### src/rtl/cpcb_pkg.sv
package cpcb_pkg;

	localparam logic [1:0] OP_CC = 2'd0;
	localparam logic [1:0] OP_CB = 2'd1;
	localparam logic [1:0] OP_BC = 2'd2;
	localparam logic [1:0] OP_BB = 2'd3;

	localparam logic [31:0] SIGN_BIT = 32'h8000_0000;
	localparam int HALF_SHIFT = 30;

	localparam int SQ_STEPS = 32;
	localparam int DIV_STEPS = 31;
	localparam int BACK_LAST = 3 + SQ_STEPS + DIV_STEPS;
	localparam int FIFO_DEPTH = 4;

	typedef struct packed {
		logic [1:0] op;
		logic signed [31:0] first_x;
		logic signed [31:0] first_y;
		logic signed [31:0] second_x;
		logic signed [31:0] second_y;
		logic [30:0] circle_radius;
		logic [30:0] half_width;
		logic [30:0] half_height;
	} in_item_t;

	typedef struct packed {
		logic signed [31:0] point_x;
		logic signed [31:0] point_y;
		logic degenerate;
	} out_item_t;

	// classified request handed from front to back
	typedef struct packed {
		logic proj;
		logic signed [33:0] vx;
		logic signed [33:0] vy;
		logic signed [31:0] cx;
		logic signed [31:0] cy;
		logic [30:0] r;
	} work_t;

	typedef struct packed {
		logic proj;
		logic zero;
		logic negx;
		logic negy;
		logic signed [31:0] cx;
		logic signed [31:0] cy;
		logic [30:0] r;
		logic [HALF_SHIFT:0] ax;
		logic [HALF_SHIFT:0] ay;
	} side_t;

	function automatic logic signed [31:0] sat32(input logic signed [33:0] v);
		logic signed [33:0] hi;
		logic signed [33:0] lo;
		hi = $signed({2'b00, ~SIGN_BIT});
		lo = $signed({2'b11, SIGN_BIT});
		if (v > hi) begin
			return $signed(~SIGN_BIT);
		end else if (v < lo) begin
			return $signed(SIGN_BIT);
		end
		return v[31:0];
	endfunction

endpackage

### src/rtl/cpcb_front.sv
module cpcb_front (
	input  logic clk,
	input  logic arst_n,
	input  logic in_valid,
	output logic in_stall,
	input  cpcb_pkg::in_item_t in_data,
	output logic push,
	output cpcb_pkg::work_t push_data,
	input  logic full
);
	import cpcb_pkg::*;

	logic adv;
	logic valid_s1, valid_s2;
	logic [1:0] op_s1;
	logic signed [32:0] dx_s1, dy_s1;
	logic [32:0] adx_s1, ady_s1;
	logic signed [31:0] bx_s1, by_s1, cx_s1, cy_s1, sx_s1, sy_s1;
	logic [30:0] hw_s1, hh_s1, r_s1;
	work_t work_s2, work_c;

	logic signed [31:0] bx_c, by_c, cx_c, cy_c;
	logic signed [32:0] dx_c, dy_c;

	assign adv = !valid_s2 || !full;
	assign in_stall = !adv;
	assign push = valid_s2 && !full;
	assign push_data = work_s2;

	always_comb begin
		// circle-box takes the box from the second centre, box-circle from the first
		if (in_data.op == OP_BC) begin
			bx_c = in_data.first_x;
			by_c = in_data.first_y;
			cx_c = in_data.second_x;
			cy_c = in_data.second_y;
		end else begin
			bx_c = in_data.second_x;
			by_c = in_data.second_y;
			cx_c = in_data.first_x;
			cy_c = in_data.first_y;
		end
		dx_c = $signed({cx_c[31], cx_c}) - $signed({bx_c[31], bx_c});
		dy_c = $signed({cy_c[31], cy_c}) - $signed({by_c[31], by_c});
	end

	always_ff @(posedge clk) begin
		if (adv) begin
			op_s1 <= in_data.op;
			dx_s1 <= dx_c;
			dy_s1 <= dy_c;
			adx_s1 <= dx_c[32] ? 33'(-dx_c) : 33'(dx_c);
			ady_s1 <= dy_c[32] ? 33'(-dy_c) : 33'(dy_c);
			bx_s1 <= bx_c;
			by_s1 <= by_c;
			cx_s1 <= cx_c;
			cy_s1 <= cy_c;
			sx_s1 <= in_data.second_x;
			sy_s1 <= in_data.second_y;
			hw_s1 <= in_data.half_width;
			hh_s1 <= in_data.half_height;
			r_s1 <= in_data.circle_radius;
		end
	end

	always_comb begin
		logic outx, outy;
		logic signed [33:0] exx, exy, qx, qy;
		outx = adx_s1 > {2'b00, hw_s1};
		outy = ady_s1 > {2'b00, hh_s1};
		exx = $signed({1'b0, adx_s1}) - $signed({3'b000, hw_s1});
		exy = $signed({1'b0, ady_s1}) - $signed({3'b000, hh_s1});
		qx = !outx ? 34'($signed(cx_s1)) : dx_s1[32] ?
			34'($signed(bx_s1)) - $signed({3'b000, hw_s1}) :
			34'($signed(bx_s1)) + $signed({3'b000, hw_s1});
		qy = !outy ? 34'($signed(cy_s1)) : dy_s1[32] ?
			34'($signed(by_s1)) - $signed({3'b000, hh_s1}) :
			34'($signed(by_s1)) + $signed({3'b000, hh_s1});
		work_c.proj = (op_s1 == OP_CC) || (op_s1 == OP_BC);
		work_c.r = r_s1;
		work_c.vx = '0;
		work_c.vy = '0;
		work_c.cx = '0;
		work_c.cy = '0;
		case (op_s1)
			OP_CC: begin
				work_c.vx = 34'(dx_s1);
				work_c.vy = 34'(dy_s1);
				work_c.cx = sx_s1;
				work_c.cy = sy_s1;
			end
			OP_BC: begin
				// clamped point minus circle centre, i.e. the excess past the edge
				work_c.vx = !outx ? '0 : dx_s1[32] ? exx : -exx;
				work_c.vy = !outy ? '0 : dy_s1[32] ? exy : -exy;
				work_c.cx = sx_s1;
				work_c.cy = sy_s1;
			end
			OP_CB: begin
				work_c.cx = sat32(qx);
				work_c.cy = sat32(qy);
			end
			default: begin
			end
		endcase
	end

	always_ff @(posedge clk) begin
		if (adv) begin
			work_s2 <= work_c;
		end
	end

	always_ff @(posedge clk or negedge arst_n) begin
		if (!arst_n) begin
			valid_s1 <= 1'b0;
			valid_s2 <= 1'b0;
		end else if (adv) begin
			valid_s1 <= in_valid;
			valid_s2 <= valid_s1;
		end
	end

endmodule

### config.mk
export PLATFORM = sky130hd
export DESIGN_NAME = cpcb_front
export DESIGN_NICKNAME = d
export VERILOG_FILES = /design/src/rtl/cpcb_pkg.sv /design/src/rtl/cpcb_front.sv
export SDC_FILE = /design/constraint.sdc
export NUM_CORES = 2
export LEC_CHECK = 0
export ABC_AREA = 1
export ABC_CLOCK_PERIOD_IN_PS = 16650
export BUFFER_PORTS_ARGS = -buffer_cell sky130_fd_sc_hd__buf_4
export CORE_UTILIZATION = 60
export DETAILED_ROUTE_END_ITERATION = 10
export PLACE_DENSITY = 0.91
export SLEW_MARGIN = 20
export SYNTH_ARGS = -nofsm -noshare
export SYNTH_HDL_FRONTEND = slang
export SYNTH_SLANG_ARGS = --single-unit
### constraint.sdc
create_clock -name clk -period 16.65 [get_ports clk]
set_input_delay 1.665 -clock clk [delete_from_list [all_inputs] [get_ports clk]]
set_output_delay 1.665 -clock clk [all_outputs]
set_load 0.05 [all_outputs]
* Word level (Yosys, flattened, before mapping)
Index checks and enable logic that the tools add are counted.
** Cells by class
- Mux-type cells :: 28
- Equal/unequal tests :: 3
- Reductions and logical operators :: 8
- Add/sub/neg operators :: 12
- $lt $le $gt $ge :: 6
** Operators with widths (count)
- $mux 32 :: 12
- $mux 34 :: 8
- $pmux 68 s2 :: 1
- $sub 32x32->33 :: 4
- $pmux 64 s2 :: 1
- $gt 34x32->1 const B :: 2
- $lt 34x32->1 const B :: 2
- $neg 34->34 :: 2
- $sub 33x31->34 :: 2
- $add 32x32->33 :: 2
- $gt 33x31->1 :: 2
- $neg 33->33 :: 2
- $mux 1 :: 6
- $eq 2x2->1 const B :: 2
- $logic_not 1->1 :: 3
- $eq 2x1->1 const B :: 1
- $logic_not 2->1 :: 1
- $logic_or 1x1->1 :: 2
- $reduce_or 2->1 :: 1
- $logic_and 1x1->1 :: 1
** Storage, ports and cells
- Output and inout bits :: 166
- Logic and storage cells :: 81
- Bits of input ports :: 227
- Register bits :: 585

* Longest topological paths before layout
- Depth in word-level cells :: 9
- Mapped depth :: 31
- Depth with buffers taken out :: 29

* Worst setup path before layout
Ideal clock, no wire load.
- Path type :: input -> output
- From :: in full
- To :: out in_stall
- Stages on the path :: 2
- Buffers on the path :: 0
- Setup slack :: -2857 ps
- Arrival time :: 17842 ps
- Data required time :: 14985 ps
- Cells stage by stage :: nand2_1 inv_1
** Between the ends
- Longest elaborated chain between the ends :: 3
** RTL lines
- start: declaration :: RTL line cpcb_front.sv:9 : input logic full
- $logic_not 1->1 :: RTL line cpcb_front.sv:25 : assign adv = !valid_s2 || !full;
- $logic_or 1x1->1 :: RTL line cpcb_front.sv:25
- $logic_not 1->1 :: RTL line cpcb_front.sv:26 : assign in_stall = !adv;
- end: declaration :: RTL line cpcb_front.sv:5 : output logic in_stall,
Every way passes these cells.

==> flow_summary_export.csv <==
group,metric,value,unit
outcome,status,"finished, final reports clean",
clock_network,cts_setup_buffers,0,
setup_path,arrival,6.45,ns
setup_path,critical_path.max_fanout,29,
yosys,ys_ff_latch,583,
yosys,netlist.area_leader.share,43.09,%
global_routing,grt_pass1_wl,200.9,mm
detailed_routing,vias,38438,
floorplanning,dieArea,68520,sq um
clock_network,hold_buffers,0,
setup_path,r2r-end,"push_data[75]",
setup_path,start_kind,"flip-flop",
clock_network,clk_path_buf_depth,3,
yosys,synth_ff_type,"edfxtp_1",
detailed_routing,drc,0,
pwr,ir_worst_vdd,0.1120,mV
timing,totalNegativeSetupSlack,0,ns
place,placed_cells,6386,
global_routing,grt_overflow,0,
setup_path,critPathBufInv,2,
cells_and_area,drive_gt1_share,12.92,%
pwr,power_density,143.9,nW/um^2
timing,setup_viol,0,
clock_network,clock_latency,0.66,ns
clock_network,clk_pin_slew_worst_paths,0.06,ns
cells_and_area,instances_no_fill,6500,
yosys,yosys_warnings,0,
setup_path,cp_slowest_stage_delay,0.61,ns
detailed_routing,antenna_left,0,
cells_and_area,diodes,0,
floorplanning,initial_utilization,61.15,%
yosys,syn_inst,5210,
yosys,synthesis.nets,5575,
yosys,synth_area_per_cell,7.771,sq um
setup_path,crit_path_end_kind,"flip-flop",
yosys,synth.distinct_cells,63,
hold_path,hold_start,"r_s1[17]",
setup_path,criticalPathCategory,"flip-flop to flip-flop",
setup_path,r2r.worst_path.cells,28,
place,port-buffer-count,392,
yosys,seq_area_frac_synth,43.21,%
detailed_routing,wl,135.5,mm
yosys,async_flop_share,0.3431,%
detailed_routing,avgViaCountPerCell,5.914,
floorplanning,pin_count,393,
yosys,netlist_area,40490,sq um
setup_path,r2r-start,"hw_s1[1]",
setup_path,cp_top_family,"simple AND/OR/NAND/NOR gates",
floorplanning,num_rows,94,
detailed_routing,drtIter0Drc,5308,
hold_path,hold_class,"flip-flop to flip-flop",
setup_path,cp_common_cell,"nand2_1",
yosys,synth-edff-count,581,
clock_network,clock-sinks,583,
cells_and_area,largest_register_ffs,164,
cells_and_area,nNetsFinal,5950,
detailed_routing,routedWlPerCell,20.85,um
timing,min_period,6.074,ns
cells_and_area,nFillCells,5289,
timing,fmax,164.6,MHz
cells_and_area,area_delta_synth_final,13.97,%
hold_path,worstHoldEndpoint,"push_data[17]",
clock_network,root_buffer,"clkbuf_16",
floorplanning,fp.dieH,261.8,um
setup_path,rrSetupSlack,10.58,ns
yosys,yosys-top-cells-area,"edfxtp_1 (43%), nand2_1 (15%), inv_1 (5.9%)",
run,max_cap_viol_count,0,
clock_network,cts.repair.resized,0,
place,gp_congestion,0.9995,
timing,rsz0062_at_grt,"false",
timing,maxSlewViolCount,0,
clock_network,h-tree-depth,2,
detailed_routing,drtPass1Iterations,7,
global_routing,track_usage,38.61,%
yosys,post-synth-top-count-cell,"nand2_1",
timing,skew,0.03411,ns
global_routing,grt_start_max_net_pins,186,
setup_path,cp.required,17.02,ns
floorplanning,fp.dieW,261.8,um
clock_network,cts_tree,"yes",
timing,max_slew_margin,27.90,%
setup_path,crit_slowest_cell,"nand2_1",
timing,final-hold-violation-count,0,
yosys,ys_top_cells_by_count,"nand2_1 (1584), inv_1 (641), edfxtp_1 (581)",
global_routing,grt_pass1_vias,35275,
floorplanning,core_area,66220,sq um
yosys,yosysTopAreaCell,"edfxtp_1",
timing,worstMarginPinSlew,1.079,ns
pwr,p_leak,21.49,nW
hold_path,worst_hold_path.num_cells,0,
timing,post-route-period-util,36.48,%
global_routing,antenna_found_initial,2,
clock_network,cts_buffers,61,
place,place_hpwl,106.3,mm
[area by class of cell]
class / count / area [sq um] / share of cell area (%)
Inverter: 679 / 2549 / 5.523
Sequential cell: 583 / 17500 / 37.92
Tap cell: 864 / 1081 / 2.343
Timing Repair Buffer: 409 / 3095 / 6.708
Clock inverter: 43 / 402.9 / 0.8731
Clock buffer: 71 / 1607 / 3.481
Multi-Input combinational cell: 3851 / 19920 / 43.16
[worst max path at each step]
stage,cells after the start,startpoint,end
2_1_floorplan,2,full,in_stall
3_3_place_gp,24,in_data[221],ady_s1[18]
3_5_place_dp,24,in_data[221],ady_s1[12]
4_1_cts,28,hw_s1[1],push_data[86]
5_1_grt,28,hw_s1[0],push_data[68]
6_report,28,hw_s1[1],push_data[75]
[report_power, final]
| part | switching (mW) | total [mW] | internal [mW] |
|---|---|---|---|
| sequential | 0.131 | 2.08 | 1.95 |
| clock | 0.612 | 1.40 | 0.785 |
| combinational | 2.23 | 3.16 | 0.928 |
[through the flow]
step                      worst slack, ns  util [%]  power [mW]  cell area [sq um]  hold slack (ns)
after CTS                           10.70     69.69       6.549              46150           0.4186
after detailed placement            10.17     66.66       5.148              44140           0.4045
after floorplan                     4.144         -       4.256              40490           0.4003
after global routing                10.12     69.69       6.957              46150           0.4265
final                               10.58     69.69       6.640              46150           0.4179
after global placement              10.35     66.66       5.092              44140           0.4001
[layer usage]
layer  track usage, %  vias up  share of wire (%)
met4            10.42        2                2.7
met2            55.86     2509                 41
li1                 -    17960                  -
met3            7.012      238                 14
met1            58.94    17729                 42
met5                0        -              0.013
[cells by family after synthesis]
group | after synthesis | synth area share (%)
and+or+nand+nor | 2686 | 28.16
DFF | 583 | 43.21
AOI/OAI and AO/OA | 751 | 10.59
adders and majority gates | 138 | 4.339
buffers and inverters | 776 | 7.716
xor gates and xnor gates | 276 | 5.989
[cells in the final DEF (no fill, tap or decap), types with 12 or more instances in the layout]
cell       netlist  final
a21o_1          13     13
a21oi_1        205    204
a21oi_2         21     22
a31oi_1         20     19
buf_4            2    407
clkbuf_16        0     63
clkinv_1         1     12
edfxtp_1       581    581
ha_1           134    134
inv_1          641    640
inv_2           37     38
nand2_1       1584   1583
nand2_2         52     52
nand3_1        295    294
nand3_2         21     22
nand3b_1        12     12
nand4_1         95     95
nor2_1         484    483
nor2_2          17     17
nor3_1          53     53
o211ai_1        28     28
o21a_1          37     37
o21ai_0        279    279
o21ai_1         87     87
o21ai_2         15     15
or2_2           24     24
xnor2_1         80     80
xor2_1         195    195
No activity file was read; power rests on OpenSTA's default activity.
