--- src/rtl/cpcb_pkg.sv ---
package cpcb_pkg;

	localparam logic [1:0] OP_CC = 2'd0;
	localparam logic [1:0] OP_CB = 2'd1;
	localparam logic [1:0] OP_BC = 2'd2;
	localparam logic [1:0] OP_BB = 2'd3;

	localparam logic [31:0] SIGN_BIT = 32'h8000_0000;
	localparam int HALF_SHIFT = 30;

	localparam int SQ_STEPS = 32;
	localparam int DIV_STEPS = 31;
	localparam int BACK_LAST = 3 + SQ_STEPS + DIV_STEPS;
	localparam int FIFO_DEPTH = 4;

	typedef struct packed {
		logic [1:0] op;
		logic signed [31:0] first_x;
		logic signed [31:0] first_y;
		logic signed [31:0] second_x;
		logic signed [31:0] second_y;
		logic [30:0] circle_radius;
		logic [30:0] half_width;
		logic [30:0] half_height;
	} in_item_t;

	typedef struct packed {
		logic signed [31:0] point_x;
		logic signed [31:0] point_y;
		logic degenerate;
	} out_item_t;

	// classified request handed from front to back
	typedef struct packed {
		logic proj;
		logic signed [33:0] vx;
		logic signed [33:0] vy;
		logic signed [31:0] cx;
		logic signed [31:0] cy;
		logic [30:0] r;
	} work_t;

	typedef struct packed {
		logic proj;
		logic zero;
		logic negx;
		logic negy;
		logic signed [31:0] cx;
		logic signed [31:0] cy;
		logic [30:0] r;
		logic [HALF_SHIFT:0] ax;
		logic [HALF_SHIFT:0] ay;
	} side_t;

	function automatic logic signed [31:0] sat32(input logic signed [33:0] v);
		logic signed [33:0] hi;
		logic signed [33:0] lo;
		hi = $signed({2'b00, ~SIGN_BIT});
		lo = $signed({2'b11, SIGN_BIT});
		if (v > hi) begin
			return $signed(~SIGN_BIT);
		end else if (v < lo) begin
			return $signed(SIGN_BIT);
		end
		return v[31:0];
	endfunction

endpackage

--- src/rtl/cpcb_fifo.sv ---
module cpcb_fifo (
	input  logic clk,
	input  logic arst_n,
	input  logic push,
	input  cpcb_pkg::work_t wdata,
	input  logic pop,
	output cpcb_pkg::work_t rdata,
	output logic full,
	output logic empty
);
	import cpcb_pkg::*;

	localparam int AW = $clog2(FIFO_DEPTH);

	work_t mem [FIFO_DEPTH];
	logic [AW-1:0] wr_q, rd_q;
	logic [AW:0] cnt_q;

	assign full = cnt_q == (AW+1)'(FIFO_DEPTH);
	assign empty = cnt_q == '0;
	assign rdata = mem[rd_q];

	always_ff @(posedge clk) begin
		if (push) begin
			mem[wr_q] <= wdata;
		end
	end

	always_ff @(posedge clk or negedge arst_n) begin
		if (!arst_n) begin
			wr_q <= '0;
			rd_q <= '0;
			cnt_q <= '0;
		end else begin
			if (push) begin
				wr_q <= wr_q + 1'b1;
			end
			if (pop) begin
				rd_q <= rd_q + 1'b1;
			end
			if (push && !pop) begin
				cnt_q <= cnt_q + 1'b1;
			end else if (pop && !push) begin
				cnt_q <= cnt_q - 1'b1;
			end
		end
	end

endmodule

--- config.mk ---
export PLATFORM = sky130hd
export DESIGN_NAME = cpcb_fifo
export DESIGN_NICKNAME = d
export VERILOG_FILES = /design/src/rtl/cpcb_pkg.sv /design/src/rtl/cpcb_fifo.sv
export SDC_FILE = /design/constraint.sdc
export NUM_CORES = 1
export LEC_CHECK = 0
export BUFFER_PORTS_ARGS = -buffer_cell sky130_fd_sc_hd__buf_4
export CELL_PAD_IN_SITES_DETAIL_PLACEMENT = 1
export CELL_PAD_IN_SITES_GLOBAL_PLACEMENT = 2
export CORE_MARGIN = 2
export CORE_UTILIZATION = 38
export CTS_CLUSTER_SIZE = 25
export DETAILED_ROUTE_END_ITERATION = 7
export PLACE_DENSITY_LB_ADDON = 0.15
export REMOVE_ABC_BUFFERS = 1
export SLEW_MARGIN = 30
export SYNTH_ARGS = -nofsm -noshare
export SYNTH_HDL_FRONTEND = slang
export SYNTH_SLANG_ARGS = --single-unit
--- constraint.sdc ---
create_clock -name clk -period 4.9 [get_ports clk]
set_input_delay 0.245 -clock clk [delete_from_list [all_inputs] [get_ports clk]]
set_output_delay 0.245 -clock clk [all_outputs]
set_load 0.02 [all_outputs]
# After elaboration in Yosys (flattened, before gate mapping)

Memory sizes are Yosys's and may differ from the RTL's.
Cells that the tools add are included.

Register bits after elaboration: 7
Bits in writable memories: 656
Memories kept: 1
Input port bits: 168
Word-level logic and storage cells: 19
Output and inout port bits: 166

Add/subtract/negate cells: 4
Reductions and logical operators: 6
Muxes and demuxes: 4
Equal/unequal tests: 1

Memory list:

| memory | words | bits a word | rd ports | clocked after memory_dff | write ports | RTL line        | text |
|---|---|---|---|---|---|---|---|
| mem    | 4     | 164         | 1        | 0                        | 1           | cpcb_fifo.sv:15 | `work_t mem [FIFO_DEPTH];` |

Operators with widths:

| kind                  | count |
|---|---|
| $mux W3               | 2 |
| $add A2 B1 Y2 const B | 2 |
| $add A3 B1 Y3 const B | 1 |
| $eq A3 B3 Y1 const B  | 1 |
| $logic_not A3 Y1      | 1 |
| $sub A3 B1 Y3 const B | 1 |
| $logic_and A1 B1 Y1   | 2 |
| $logic_not A1 Y1      | 2 |
| $mux W1               | 2 |
| $reduce_bool A2 Y1    | 1 |

# Depth between registers and ports, before layout

Gate-level depths: netlist (run 1).

Depth in word-level cells: 4
Depth in mapped cells: 7
Mapped depth without buffers: 7

# Worst setup path after synthesis (run 1)

Ideal clock, no wire load.

Kind: flip-flop to flip-flop
From: register wr_q[0]
To: memory mem[2][0] (netlist bit), enable pin
Buffers on the path: 0
Data arrival time: 4.359 ns
Setup time: 0.544 ns
Path slack: -0.002 ns
Clock period less this slack: 4.902 ns
Data required time: 4.356 ns
Stages on the path, launching flop included: 4
Cell sequence: dfrtp_1 inv_1 ha_1 and2_1

RTL lines:

| what                   | RTL line        | text |
|---|---|---|
| start, declared        | cpcb_fifo.sv:16 | `logic [AW-1:0] wr_q, rd_q;` |
| start signal, assigned | cpcb_fifo.sv:36 | `wr_q <= wr_q + 1'b1;` |
| end, declared          | cpcb_fifo.sv:15 |  |

No word-level cell before the write port.

==> flow_metrics.env, run 1 <==
export IMPL_final_setup_skew_ps=20.9
export IMPL_cts_inserted_buffers=72
export IMPL_path_clk_slew_ps=60
export IMPL_synthTopCellsByArea="edfxtp_1 (82%), mux4_2 (15%), buf_6 (0.75%)"
export IMPL_grt_pass1_wl_mm=79.8
export IMPL_die_x_microns=256
export IMPL_cts_tree="built"
export IMPL_setup_violations=0
export IMPL_drive_above_1_share_pct=40.8
export IMPL_firstDrtPassIters=4
export IMPL_synth_edf_count=656
export IMPL_slew_violations=0
export IMPL_yosysMostFrequentCell="edfxtp_1"
export IMPL_synth_top_area_share_pct=81.8
export IMPL_power_frac_comb_pct=32.4
export IMPL_ctsRootBufferMaster="clkbuf_16"
export IMPL_vdd_ir_drop_max_mv=0.272
export IMPL_arrival_ps=2730
export IMPL_slowest_delay_ps=930
export IMPL_layout_cells_non_filler=2346
export IMPL_ys_flop_type="edfxtp_1"
export IMPL_post_place_ws_ps=2420
export IMPL_maxCapViolCount=0
export IMPL_fin_nets=1617
export IMPL_rsz0062_at_grt="no"
export IMPL_cp_required_ps=4660
export IMPL_start_util_pct=38.3
export IMPL_synth_cell_types=19
export IMPL_p_int_mw=13.4
export IMPL_finalCritPeriodShare_pct=60.8
export IMPL_cts_buffer_depth=3
export IMPL_final_hold_violation_count=0
export IMPL_area_growth_pct=31.0
export IMPL_critical_path_peak_fanout=40
export IMPL_grt_pass1_vias=12499
export IMPL_dieHeight_microns=256
export IMPL_antenna_found_initial=6
export IMPL_fp_coreArea_sq_um=62900
export IMPL_synth_commonest_cells="edfxtp_1 (656), mux4_2 (164), buf_2 (18), buf_6 (16), dfrtp_1 (7)"
export IMPL_wirelength_mm=52.7
export IMPL_layout_setup_ws_ps=1920
export IMPL_drcViolationCount=0
export IMPL_tightest_slew_ps=917
export IMPL_via_count=11301
export IMPL_clockPowerShare_pct=27.1
export IMPL_grt_usage_pct=16.3
export IMPL_clock_sinks=663
export IMPL_antenna_left=0
export IMPL_dp_cells=2048
export IMPL_hp_class="in2async"
export IMPL_wire_per_inst_microns=22.5
export IMPL_clock_latency_ps=590
export IMPL_yosysWarnings=0
export IMPL_power_density_nw_per_um2=612
export IMPL_cp_slowest_cell="dfrtp_4"
export IMPL_gr_total_overflow=0
export IMPL_hpwl_mm=30.2
export IMPL_switching_share_pct=30.8
export IMPL_synth_avg_cell_area_sq_um=27.0
export IMPL_dr_first_iter_drc_count=501
export IMPL_outcome="completed"
export IMPL_synth_cells=891
export IMPL_path_class="reg2out"
export IMPL_viasPerCell=4.82
export IMPL_synth_area_sq_um=24100
export IMPL_rows=92
export IMPL_leakagePower_nw=10.8
export IMPL_endpoint_kind="primary output"
export IMPL_fmax_ghz=0.336
export IMPL_grt_max_degree=96
export IMPL_final_util_pct=50.2
export IMPL_h_tree_depth=3
export IMPL_io_pins=334
export IMPL_critPathLaunchType="flip-flop"
export IMPL_path_cells="buf_12, mux4_2, buf_4"
export IMPL_yosysSeqAreaShare_pct=82.5
export IMPL_async_flop_share_pct=1.06
export IMPL_fin_crit_ps=2980
export IMPL_slew_headroom_pct=38.9
export IMPL_whs_ps=50.1
export IMPL_portBuffers=333
export IMPL_p_switching_mw=5.95
export IMPL_dieArea_sq_um=65400
export IMPL_ys_ff_latch=663
export IMPL_globalplace_congestion=0.684
export IMPL_pwr_share_seq_pct=40.4
export IMPL_yosys_area_top_type="edfxtp_1"
-- metal layers --
metal / GRT usage [%] / up-vias / share of wire [%] / wire length, microns
met5: 0 / - / 0.11 / 60
met4: 4.66 / 8 / 1.7 / 898
met3: 4.46 / 70 / 6.0 / 3170
met2: 27.3 / 270 / 51 / 26900
met1: 21.0 / 5964 / 41 / 21700
li1: - / 4989 / - / -
-- sequential cells by signal, indices dropped and copies added, names as in the netlist --
| name | cells |
|---|---|
| mem | 656 |
| cnt_q | 3 |
| rd_q | 2 |
| wr_q | 2 |
-- per-stage QoR --
stage               TNS (ps)  area [sq um]  total power [mW]
finish                     0         31500              19.3
floorplan            -409140         23800              11.7
CTS                        0         31500              19.7
global placement           0         27600              14.2
detailed placement         0         27600              14.3
global route               0         31500              20.2
-- placed cells by master (no fill, tap or decap), types with 2 or more instances in the layout --
cell / instances
edfxtp_1: 656
buf_4: 338
dlygate4sd3_1: 167
mux4_2: 164
clkbuf_16: 75
clkbuf_1: 21
clkinv_1: 16
buf_12: 10
bufinv_16: 6
clkinv_2: 6
ha_1: 5
dfrtp_1: 5
inv_1: 4
and2_4: 4
xor2_1: 4
inv_6: 3
diode_2: 2
xnor2_1: 2
nand2_1: 2
dfrtp_4: 2
-- worst max-delay path: cells and delay by family (launching register included) --
kind                   cells  cell delay (ps)
buffers and inverters      2              580
DFF                        1              930
muxes                      1              580
-- logic make-up (layout without fill, tap and decap cells) --
| group | after synthesis | after routing | synth area share (%) |
|---|---|---|---|
| flip-flops | 663 | 663 | 82.5 |
| other | 0 | 2 | 0 |
| adder cells (fa/ha/maj) | 6 | 6 | 0.343 |
| multiplexers | 165 | 165 | 15.4 |
| XOR/XNOR | 6 | 6 | 0.218 |
| buffers and inverters | 41 | 648 | 1.28 |
| AND/OR/NAND/NOR | 9 | 9 | 0.203 |
| AO/OA/AOI/OAI | 1 | 1 | 0.0208 |
-- path summary, 6_finish.rpt --
path / start / end / slack, ps / depth (start not counted)
worst max-delay path: rd_q[0]$_DFFE_PN0P_ / rdata[26] / 1920 / 3
worst min-delay path: arst_n / cnt_q[2]$_DFFE_PN0P_ / 50 / 2
worst max register to register: wr_q[0]$_DFFE_PN0P_ / mem[0][11]$_DFFE_PP_ / 2510 / 4
worst min register to register: cnt_q[2]$_DFFE_PN0P_ / cnt_q[2]$_DFFE_PN0P_ / 490 / 1
max in group asynchronous: arst_n / rd_q[0]$_DFFE_PN0P_ / 4700 / 2
min in group clk: wdata[41] / mem[3][41]$_DFFE_PP_ / 390 / 2
-- power groups by stage --
stage	logic [mW]	clock network [mW]	registers, mW
after global routing	6.70	5.59	7.93
after global placement	6.34	0	7.90
after floorplan	3.45	0	8.27
final	6.27	5.24	7.81
after CTS	6.48	5.39	7.85
after detailed placement	6.34	0	7.96
-- cell type report --
type,instances,area (sq um)
antenna,2,5.00
clock buffer,96,1960
clock inverter,33,313
fill,5684,31300
inverter,4,15.0
multi-input combinational,187,3900
sequential,663,19900
tap,846,1060
timing repair buffer,515,4410
-- timing repair --
action | 4_1_cts | 5_1_grt
hold buffers | 167 | 0
setup buffers | 0 | 0
hold endpoints to repair | 667 | 0
gates resized for setup | 0 | 0
Note: power is estimated with default switching activity, not from simulation.
==> run 2: changes to the inputs <==
ABC_AREA = 1   (was unset)
CORE_UTILIZATION = 36   (was 38)
clock period = 2.45 ns   (was 4.9 ns; I/O delays follow)
==> run 2 against run 1 <==
- flip-flop and latch count unchanged
- synthesized cell count rose by 120%
- clock power grew 110%
- clock-buffer cell count decreased by 6
- sequential power up 97%
- combinational power rose to 2.7 times the previous value
- via count up 47%
- global-route usage increased by 1.3 points
- die area increased by 17%
- largest cell class unchanged
==> flow_metrics.env, run 2 <==
export IMPL_outcome="completed"
export IMPL_synth_avg_cell_area_sq_um=13.6
export IMPL_clockPowerShare_pct=25.4
export IMPL_yosys_area_top_type="edfxtp_1"
export IMPL_gr_total_overflow=0
export IMPL_layout_setup_ws_ps=38.4
export IMPL_drive_above_1_share_pct=19.5
export IMPL_wirelength_mm=67.0
export IMPL_cts_inserted_buffers=73
export IMPL_final_setup_skew_ps=29.3
export IMPL_vdd_ir_drop_max_mv=0.694
export IMPL_pwr_share_seq_pct=35.5
export IMPL_dp_cells=3187
export IMPL_wire_per_inst_microns=19.2
export IMPL_leakagePower_nw=13.6
export IMPL_synth_top_area_share_pct=73.9
export IMPL_post_cts_buffers=0
export IMPL_yosysSeqAreaShare_pct=74.6
export IMPL_rows=99
export IMPL_hpwl_mm=40.4
export IMPL_firstDrtPassIters=5
export IMPL_dieArea_sq_um=76200
export IMPL_slew_violations=0
export IMPL_fin_crit_ps=2410
export IMPL_yosysMostFrequentCell="edfxtp_1"
export IMPL_power_frac_comb_pct=39.1
export IMPL_synth_cells=1961
export IMPL_area_growth_pct=28.4
export IMPL_stdcell_area_sq_um=34200
export IMPL_final_util_pct=46.8
export IMPL_synth_compound_area_share_pct=9.26
export IMPL_ctsRootBufferMaster="clkbuf_16"
export IMPL_cts_buffer_depth=3
export IMPL_synth_commonest_cells="edfxtp_1 (656), nand2_1 (505), inv_1 (340), o211ai_1 (328), buf_6 (65)"
export IMPL_clock_latency_ps=600
export IMPL_grt_usage_pct=17.6
export IMPL_fmax_ghz=0.415
export IMPL_final_hold_violation_count=0
export IMPL_antenna_found_initial=7
export IMPL_portBuffers=333
export IMPL_final_cell_mix="edfxtp_1 (656), nand2_1 (502), buf_4 (344)"
export IMPL_drcViolationCount=0
export IMPL_synthTopCellsByArea="edfxtp_1 (74%), o211ai_1 (9.2%), nand2_1 (7.1%)"
export IMPL_slew_headroom_pct=61.9
export IMPL_yosys_area_share_simple_pct=7.19
export IMPL_post_dp_cell_area_sq_um=30100
export IMPL_grt_pass1_wl_mm=104
export IMPL_via_count=16641
export IMPL_die_x_microns=276
export IMPL_globalplace_congestion=0.715
export IMPL_setup_violations=0
export IMPL_critical_path_peak_fanout=132
export IMPL_antenna_left=0
export IMPL_async_flop_share_pct=1.06
export IMPL_muxShareOfSynthArea_pct=0
export IMPL_dieHeight_microns=276
export IMPL_post_place_ws_ps=626
export IMPL_rsz0062_at_grt="yes"
export IMPL_fp_coreArea_sq_um=73100
export IMPL_synth_edf_count=656
export IMPL_arrival_ps=2290
export IMPL_p_int_mw=27.4
export IMPL_top_register="mem"
export IMPL_cts_tree="built"
export IMPL_ys_ff_latch=663
export IMPL_dr_first_iter_drc_count=776
export IMPL_ys_flop_type="edfxtp_1"
export IMPL_h_tree_depth=3
export IMPL_p_switching_mw=15.9
export IMPL_power_density_nw_per_um2=1260
export IMPL_hp_class="in2reg"
export IMPL_largest_reg_flops=656
export IMPL_cp_required_ps=2330
export IMPL_start_util_pct=36.5
export IMPL_finalCritPeriodShare_pct=98.4
export IMPL_grt_pass1_vias=17713
export IMPL_grt_max_degree=133
export IMPL_path_class="reg2out"
export IMPL_critPathLaunchType="flip-flop"
export IMPL_layout_cells_non_filler=3488
export IMPL_switching_share_pct=36.7
export IMPL_path_clk_slew_ps=60
export IMPL_synth_area_sq_um=26700
export IMPL_yosysWarnings=0
export IMPL_maxCapViolCount=0
export IMPL_synth_cell_types=17
export IMPL_setup_tns_ps=0
export IMPL_top_regs="mem: 656 flops, cnt_q: 3 flops"
export IMPL_synth_top_family_by_area="compound AO/OA/AOI/OAI gates"
export IMPL_fin_nets=2645
export IMPL_synth_fa_ha_area_share_pct=0.310
export IMPL_synthXorXnorAreaFrac_pct=0.131
export IMPL_clock_sinks=663
export IMPL_tightest_slew_ps=572
export IMPL_layout_commonest_cell="edfxtp_1"
export IMPL_io_pins=334
export IMPL_viasPerCell=4.77
export IMPL_endpoint_kind="primary output"
==> run 2: cell types whose count changed after synthesis, moves of 4 or more <==
cell,previous run,this run
and2_1,4,0
buf_2,18,38
buf_8,1,5
buf_6,16,65
nand2_1,2,505
inv_1,4,340
mux4_2,164,0
o211ai_1,0,328
==> run 2: cell type report <==
| cell class | instances | area (sq um) |
|---|---|---|
| Timing Repair Buffer | 545 | 4930 |
| Inverter | 340 | 1300 |
| Clock inverter | 41 | 442 |
| Sequential cell | 663 | 19900 |
| Fill cell | 7503 | 38900 |
| Multi-Input combinational cell | 848 | 4510 |
| Tap cell | 959 | 1200 |
| Clock buffer | 90 | 1940 |
| Antenna cell | 2 | 5.00 |
==> run 2: cell families after synthesis <==
kind of cell,count (synthesis)
DFF,663
and+or+nand+nor,509
buffers and inverters,450
AOI/OAI and AO/OA,329
adders and majority gates,6
xor gates and xnor gates,4
==> run 2: worst max-delay path: stages, from the launching register on <==
cell	delay, ps
dfrtp_4	620
buf_16	370
nand2_1	110
o211ai_1	100
nand2_1	140
buf_4	180
==> run 2: worst paths after layout <==
check                                startpoint                    end  slack [ps]  cells past startpoint
max                         rd_q[0]$_DFFE_PN0P_             rdata[124]          40                      5
min                                   wdata[54]   mem[3][54]$_DFFE_PP_         270                      2
max reg2reg                 wr_q[0]$_DFFE_PN0P_  mem[0][153]$_DFFE_PP_         670                      5
min reg2reg                cnt_q[2]$_DFFE_PN0P_   cnt_q[2]$_DFFE_PN0P_         520                      2
max in group asynchronous                arst_n    rd_q[1]$_DFFE_PN0P_        1500                      3
min in group asynchronous                arst_n   cnt_q[1]$_DFFE_PN0P_         580                      3
==> run 2: metrics by stage <==
step	hold slack, ps	power (mW)
3_5_place_dp	-41.6	32.6
3_3_place_gp	-42.4	32.3
5_1_grt	250	45.7
6_report	270	43.3
4_1_cts	221	44.0
2_1_floorplan	-173	22.2
==> run 2: what timing repair did <==
item                                    CTS  global route
pin swaps                                 0             6
endpoints found under the setup margin    4            44
hold buffers                            168             0
gates resized for setup                   2             7
endpoints found under the hold margin   669             0
==> run 2: layer usage <==
| layer | wire length (microns) | part of all wire [%] | track usage, % |
|---|---|---|---|
| met4 | 1340 | 2.0 | 4.67 |
| met1 | 29000 | 43 | 22.4 |
| met2 | 33700 | 50 | 30.9 |
| met5 | 63 | 0.094 | 0 |
| met3 | 2800 | 4.2 | 3.19 |
==> run 2: power groups by stage <==
stage / Clock (mW) / Sequential, mW / Combinational, mW
after floorplan: 0 / 16.2 / 6.01
after global placement: 0 / 15.5 / 16.8
after detailed placement: 0 / 15.6 / 17.0
after CTS: 11.3 / 15.4 / 17.3
after global routing: 11.8 / 15.5 / 18.4
final: 11.0 / 15.4 / 16.9
